File: config.mk
export PLATFORM = sky130hd
export DESIGN_NAME = pcrrq_ram
export DESIGN_NICKNAME = d
export VERILOG_FILES = /design/src/hw/rtl/pcrrq_ram.sv
export SDC_FILE = /design/constraint.sdc
export NUM_CORES = 1
export LEC_CHECK = 0
export BUFFER_PORTS_ARGS = -buffer_cell sky130_fd_sc_hd__buf_2
export CAP_MARGIN = 20
export CORE_UTILIZATION = 50
export DETAILED_ROUTE_END_ITERATION = 10
export GPL_TIMING_DRIVEN = 0
export MAX_ROUTING_LAYER = met4
export PLACE_DENSITY = 0.64
export SLEW_MARGIN = 30
export SYNTH_ARGS = -nofsm -noshare
export SYNTH_HDL_FRONTEND = slang
export SYNTH_SLANG_ARGS = --single-unit
File: constraint.sdc
create_clock -name i_clk -period 3.5 [get_ports i_clk]
set_input_delay 0.175 -clock i_clk [delete_from_list [all_inputs] [get_ports i_clk]]
set_output_delay 0.175 -clock i_clk [all_outputs]
set_load 0.01 [all_outputs]
File: src/hw/rtl/pcrrq_ram.sv
// generic single-write, single-read ram with registered read data
module pcrrq_ram #(
    parameter int W = 8,
    parameter int D = 16,
    localparam int AW = (D > 1) ? $clog2(D) : 1
) (
    input  logic          i_clk,
    input  logic          i_we,
    input  logic [AW-1:0] i_waddr,
    input  logic [W-1:0]  i_wdata,
    input  logic [AW-1:0] i_raddr,
    output logic [W-1:0]  o_rdata
);

    logic [W-1:0] r_mem [D];
    logic [W-1:0] r_rdata;

    always_ff @(posedge i_clk) begin
        if (i_we) begin
            r_mem[i_waddr] <= i_wdata;
        end
        r_rdata <= r_mem[i_raddr];
    end

    assign o_rdata = r_rdata;

endmodule

==> out/metrics.cfg <==
[outcome]
outcome=complete, no violations

[floorplan]
fp-row-count=36
die_y_microns=103
dieArea_sq_um=10700
die_w_microns=103
coreArea_sq_um=9860
initial_utilization=0.522
io_pins=26

[drt]
firstDrtPassIters=4
vias=2377
routedWlPerCell_microns=22.7
avgViaCountPerCell=5.69
drc=0
drtAntennaViolNets=0
wirelength_microns=9480
drt_iter0_markers=195

[min_path]
min_path_type=primary input to flip-flop

[finish]
drive_gt1_frac=0.302
num-nets-final=290
syn_to_final_growth_pct=16.2
final-instance-count-excl-fill=418
layout_commonest_cell=edfxtp_1
num_antenna_cells=0
fillers=699
layout_common_cells=edfxtp_1, buf_2, mux4_2

[worst_setup_path]
cpPeakStageDelay_ns=0.55
crit_path_start_kind=flip-flop
critPathSlowestCell=mux4_1
crit_chain=mux4_1 -> a22oi_1 -> nand2_1
required_ns=3.89
crit_path_end_kind=flip-flop
path_class=flip-flop to flip-flop
cp_max_fo=1
cp.arrival_ns=1.85
cpLargestDelayFamily=multiplexers
cp_num_buf_inv=0

[global_route]
antenna_found_initial=0
grt_pass1_wl_microns=14200
grt-ovfl-total=0
gr-usage-all-layers=0.210
grt_max_degree=17
first_global_vias=2383

[clock_tree]
cts_root_buf=clkbuf_8
htree_levels=4
insertion_delay_ns=0.51
cts_tree=built
numClockSinks=136
path_clk_slew_ns=0.06
cts_hold_buf=0
post-cts-setup-buffer-count=0
cts_buffer_depth=2
cts_resized=0
numCtsBuffers=17

[synth]
ys_types=19
synth_seq_cells=136
yosys_warnings=0
synth_area_sq_um=5150
synth-seq-area-share=0.778
synthCells=229
syn_nets=247
syn_avg_cell_area_sq_um=22.5

[timing]
hold_violations=0
fin_setup_tns_ns=0
fin_crit_sh=0.417
slew_viol_final=0
rsz0062_at_grt=no
max_slew.worst_pin.slew_ns=0.853
period_needed_ns=1.46
max_freq_mhz=685
setup_violations=0
slew_headroom=0.429
finalClockSkew_ns=0.00549

[placement]
place_hpwl_microns=5920
place.gp.congestion=0.703
portBuffers=24
dp.cells=386

[power]
leakagePower_uw=0.00200
power_uw=3540
peakVddDrop_v=0.000312
cellPowerDensity_nw_per_um2=592

[run]
cap_violations=0

through the flow:
stage,instance area (sq um),utilization,setup slack [ns],hold slack [ns]
3_3_place_gp,5430,0.551,1.19,0.569
2_1_floorplan,5150,-,1.83,0.274
4_1_cts,5980,0.606,2.05,0.0451
6_report,5980,0.606,2.04,0.0619
3_5_place_dp,5450,0.553,1.62,0.570
5_1_grt,5980,0.606,2.02,0.0553
power breakdown:
part / switching [uW] / internal (uW) / total, uW
registers: 7.87 / 1820 / 1830
logic: 104 / 72.4 / 176
clock network: 603 / 933 / 1540
total: 715 / 2830 / 3540
final timing paths:
kind                    start          end  slack [ns]  cells past startpoint
setup / recovery  r_mem[6][0]   o_rdata[0]        2.04                      3
hold / removal     i_wdata[5]  r_mem[7][5]        0.06                      1
hold reg to reg   r_mem[8][1]   o_rdata[1]        0.68                      3
setup reg to reg  r_mem[6][0]   o_rdata[0]        2.04                      3
layer usage:
layer,wire [microns],up-vias,global-route usage,share of wire
met5,0,-,-,0
met2,4540,67,0.301,0.48
met3,418,11,0.0524,0.044
li1,-,1059,-,-
met4,115,0,0.0813,0.012
met1,4410,1240,0.293,0.46
state kept, by name (all words and copies together), names as in the netlist:
| signal | flops |
|---|---|
| r_mem | 128 |
| o_rdata | 8 |
area by class of cell:
type / instances / area, sq um / share of cell area
clock inverters: 9 / 48.8 / 0.00816
repair buffers: 24 / 120 / 0.0201
flip-flops and latches: 136 / 4000 / 0.670
multi-input cells: 83 / 1080 / 0.180
plain buffers: 10 / 86.3 / 0.0144
well taps: 133 / 166 / 0.0278
clock buffers: 23 / 477 / 0.0797
worst reg2reg max path, stage by stage, from the launching register on:
cell and delay (ns):
edfxtp_1 0.36, mux4_1 0.55, a22oi_1 0.33, nand2_1 0.11
synth_stat cells:
cell	instances	share of area
a22oi_1	16	0.023
and2_1	1	0.0012
and2b_1	1	0.0015
buf_2	3	0.0029
buf_4	1	0.0015
buf_6	3	0.0066
clkdlybuf4s25_2	3	0.0058
dfxtp_1	8	0.031
edfxtp_1	128	0.75
mux4_1	14	0.071
mux4_2	18	0.079
nand2_1	9	0.0066
nand2b_1	2	0.0024
nand3_1	1	0.00097
nand3b_1	2	0.0029
nor2_1	13	0.0095
nor2b_1	1	0.0012
nor3_1	4	0.0039
or3b_2	1	0.0017
kinds of logic after synthesis:
group / synth area share
flops: 0.778
buf+inv: 0.0168
simple gates: 0.0318
compound gates: 0.0233
mux: 0.150
Note: power is estimated with default switching activity, not from simulation.
