**src/hw/rtl/pcrrq_pkg.sv**
```systemverilog
// shared types, field widths and codes of the per-client round-robin queue
package pcrrq_pkg;

    localparam int CLIENT_W  = 10;
    localparam int PAYLOAD_W = 32;
    localparam int STATUS_W  = 2;

    localparam int DEF_MAX_LANES    = 16;
    localparam int DEF_LANE_DEPTH   = 16;
    localparam int DEF_SHARED_DEPTH = 64;
    localparam int DEF_PAYLOAD_BITS = 32;

    localparam logic OP_PUSH = 1'b0;
    localparam logic OP_POP  = 1'b1;

    localparam logic MODE_FIFO = 1'b0;
    localparam logic MODE_RR   = 1'b1;

    typedef enum logic [STATUS_W-1:0] {
        ST_OK        = 2'd0,
        ST_POP_EMPTY = 2'd1,
        ST_FULL      = 2'd2,
        ST_NO_LANE   = 2'd3
    } t_status;

endpackage

```
**src/hw/rtl/pcrrq_lane_pick.sv**
```systemverilog
// rotating priority pick of the next non-empty lane
module pcrrq_lane_pick #(
    parameter int MAX_LANES = pcrrq_pkg::DEF_MAX_LANES,
    localparam int LW = $clog2(MAX_LANES)
) (
    input  logic [MAX_LANES-1:0] i_busy,
    input  logic [LW-1:0]        i_ptr,
    output logic                 o_found,
    output logic [LW-1:0]        o_idx
);

    logic [MAX_LANES-1:0] upper;
    logic [LW-1:0]        idx_upper;
    logic [LW-1:0]        idx_all;

    always_comb begin
        upper     = '0;
        idx_upper = '0;
        idx_all   = '0;
        for (int i = 0; i < MAX_LANES; i++) begin
            upper[i] = i_busy[i] && (LW'(i) >= i_ptr);
        end
        for (int i = MAX_LANES - 1; i >= 0; i--) begin
            if (upper[i]) begin
                idx_upper = LW'(i);
            end
            if (i_busy[i]) begin
                idx_all = LW'(i);
            end
        end
    end

    // lanes at or past the pointer first, then wrap to the lowest one
    assign o_found = |i_busy;
    assign o_idx   = (|upper) ? idx_upper : idx_all;

endmodule

```
**config.mk**
```make
export PLATFORM = sky130hd
export DESIGN_NAME = pcrrq_lane_pick
export DESIGN_NICKNAME = d
export VERILOG_FILES = /design/src/hw/rtl/pcrrq_pkg.sv /design/src/hw/rtl/pcrrq_lane_pick.sv
export SDC_FILE = /design/constraint.sdc
export NUM_CORES = 1
export LEC_CHECK = 0
export ABC_AREA = 0
export BUFFER_PORTS_ARGS = -buffer_cell sky130_fd_sc_hd__buf_4
export CAP_MARGIN = 15
export CORE_AREA = 5 5 52 54
export DETAILED_ROUTE_END_ITERATION = 8
export DIE_AREA = 0 0 57 59
export MAX_ROUTING_LAYER = met4
export PLACE_DENSITY = 0.57
export SLEW_MARGIN = 25
export SYNTH_ARGS = -nofsm -noshare
export SYNTH_HDL_FRONTEND = slang
export SYNTH_SLANG_ARGS = --single-unit
```
**constraint.sdc**
```tcl
create_clock -name vclk -period 1.3
set_input_delay 0 -clock vclk [all_inputs]
set_output_delay 0 -clock vclk [all_outputs]
set_load 0.02 [all_outputs]
```
==> impl_metrics.env <==
export IMPL_drive_gt1_frac=0.469
export IMPL_path_buf_inv=2
export IMPL_stdcell_count=171
export IMPL_placed_cells=167
export IMPL_seqPwrFrac=0
export IMPL_status="completed"
export IMPL_critPathArrivalTime_ps=1240
export IMPL_place_congestion=0.815
export IMPL_synth_cell_types=37
export IMPL_synthTopCellsByCount="a21oi_1, nand2_1, nor2_1, o21ai_0, nand3_1"
export IMPL_chipHeight_um=59
export IMPL_sw_frac_of_total=0.500
export IMPL_period_needed_ps=1240
export IMPL_cp_data_required_time_ps=1300
export IMPL_drt_pre_antenna_iters=4
export IMPL_p_leak_nw=0.437
export IMPL_nets=165
export IMPL_fillCellCount=234
export IMPL_ir_worst_vdd_mv=0.117
export IMPL_synth_area_per_cell_um2=5.87
export IMPL_port_buffers=25
export IMPL_coreArea_um2=2170
export IMPL_drv_slew=0
export IMPL_ios=25
export IMPL_syn_nets=124
export IMPL_crit_chain="buf_4 -> nor4_1 -> o21ai_0 -> nand2_1 -> a21oi_1 -> o21ba_1 -> buf_4"
export IMPL_die_area_um2=3360
export IMPL_endpoint_kind="output pin"
export IMPL_ant_nets=0
export IMPL_cp_startpoint="i_busy[7]"
export IMPL_place_ws_ps=-34.3
export IMPL_p_per_area_nw_per_um2=376
export IMPL_clockBufferCount=0
export IMPL_final_core_utilization=0.475
export IMPL_fmax_ghz=0.805
export IMPL_p_int_w=0.000194
export IMPL_initial_core_util=0.281
export IMPL_relSlewSlack=0.699
export IMPL_crit_fanout=7
export IMPL_cpMaxStageDelayCell="nor4_1"
export IMPL_cp_top_family="simple AND/OR/NAND/NOR gates"
export IMPL_rows=17
export IMPL_synth_top_cell_by_area="a21oi_1"
export IMPL_flops_and_latches=0
export IMPL_drt_total_wl_um=2300
export IMPL_clockPowerShare=0
export IMPL_die_x_um=57
export IMPL_grt_start_max_net_pins=12
export IMPL_hpwl_um=1840
export IMPL_pwr_share_comb=1.000
export IMPL_area_delta_synth_final_pct=68.9
export IMPL_wl_per_cell_um=13.4
export IMPL_synth_top_area_share=0.123
export IMPL_synthCells=104
export IMPL_yosysWarnings=0
export IMPL_setup_slack_ps=58.5
export IMPL_drt_iter0_markers=20
export IMPL_crit_path_max_incr_delay_ps=440
export IMPL_worst_setup_path_start_kind="input port"
export IMPL_grt_pass1_vias=857
export IMPL_postCtsHoldBufs=0
export IMPL_diodes=0
export IMPL_fin_crit_sh=0.955
export IMPL_route_detailed_drc=0
export IMPL_yosys_top_cells_area="a21oi_1, o21ai_0, nand2_1"
export IMPL_antenna_found_initial=0
export IMPL_seq_area_frac_synth=0
export IMPL_cp_endpoint="o_idx[2]"
export IMPL_track_usage=0.137
export IMPL_drv_cap=0
export IMPL_setup_viol=0
export IMPL_syn_area_um2=611
export IMPL_regArea_um2=0
export IMPL_overflow=0
export IMPL_path_class="in -> out"
export IMPL_power_switching_w=0.000194
export IMPL_hold_ws_ps=381
export IMPL_cpMostUsedCell="buf_4"
export IMPL_synth_most_common_cell="a21oi_1"
export IMPL_vias_per_cell=5.47
export IMPL_crit_cells=7
export IMPL_tightest_slew_ps=447
export IMPL_hp_class="in -> out"
export IMPL_grt_first_pass_wirelength_um=3810
export IMPL_vias=936
export IMPL_hold_viol=0
## how the worst min path moves through the flow
stage	slack [ps]	from	to	cells after the start
detailed placement	410	i_busy[0]	o_idx[1]	5
finish	380	i_busy[9]	o_found	4
floorplan	210	i_busy[0]	o_idx[0]	2
global placement	400	i_busy[0]	o_idx[0]	4
global route	430	i_busy[9]	o_found	4
CTS	410	i_busy[0]	o_idx[1]	5
## power groups by stage
stage          clock (W)  combinational, W  sequential [W]
2_1_floorplan          0          0.000173               0
3_3_place_gp           0          0.000331               0
3_5_place_dp           0          0.000336               0
4_1_cts                0          0.000340               0
5_1_grt                0          0.000421               0
6_report               0          0.000388               0
## cell usage in the layout, fill, tap and decap left out, types with 2 or more instances in the layout
| cell type | instances |
|---|---|
| nand2_1 | 9 |
| nor4_1 | 3 |
| nor2b_1 | 2 |
| o21ai_0 | 4 |
| buf_4 | 41 |
| a21oi_1 | 10 |
| o21ai_1 | 3 |
| nand3_2 | 2 |
| a211oi_1 | 2 |
| nand3_1 | 5 |
| a21boi_0 | 2 |
| nor2_1 | 6 |
| a21o_1 | 3 |
| buf_6 | 4 |
| a21boi_1 | 2 |
| nor2_2 | 2 |
| a21oi_2 | 6 |
| o31ai_1 | 3 |
| o21ai_2 | 3 |
| inv_1 | 4 |
| nor3_1 | 2 |
| nor2b_2 | 2 |
## kinds of logic (layout without fill, tap and decap cells)
family	after synthesis	after routing	share of synthesized area
compound gates	51	51	0.547
buf+inv	10	49	0.0860
simple gates	43	43	0.367
## per-stage QoR
step	power (W)	TNS (ps)	cell area [um2]
finish	0.000388	0	1030
global route	0.000421	-24.2	1030
CTS	0.000340	0	921
detailed placement	0.000336	-49.8	916
global placement	0.000331	-3.48	916
floorplan	0.000173	0	611
## area by class of cell
class / instances / area [um2] / share of cell area
inverter: 4 / 15.0 / 0.0146
multi-input combinational: 94 / 628 / 0.609
tap: 28 / 35.0 / 0.0340
timing repair buffer: 45 / 353 / 0.342
## what timing repair did
action                     in CTS  in global routing
setup endpoints to repair       4                  4
pin swaps                       0                 11
setup buffers                   0                  4
resized for setup               4                 26
## layer usage
metal	GRT usage	share of wire	vias to the layer above
met5	-	0	-
met4	0	0	0
met3	0.00218	0.028	0
met2	0.264	0.54	16
met1	0.170	0.43	447
li1	-	-	473
Power figures use the tool's default switching activity.
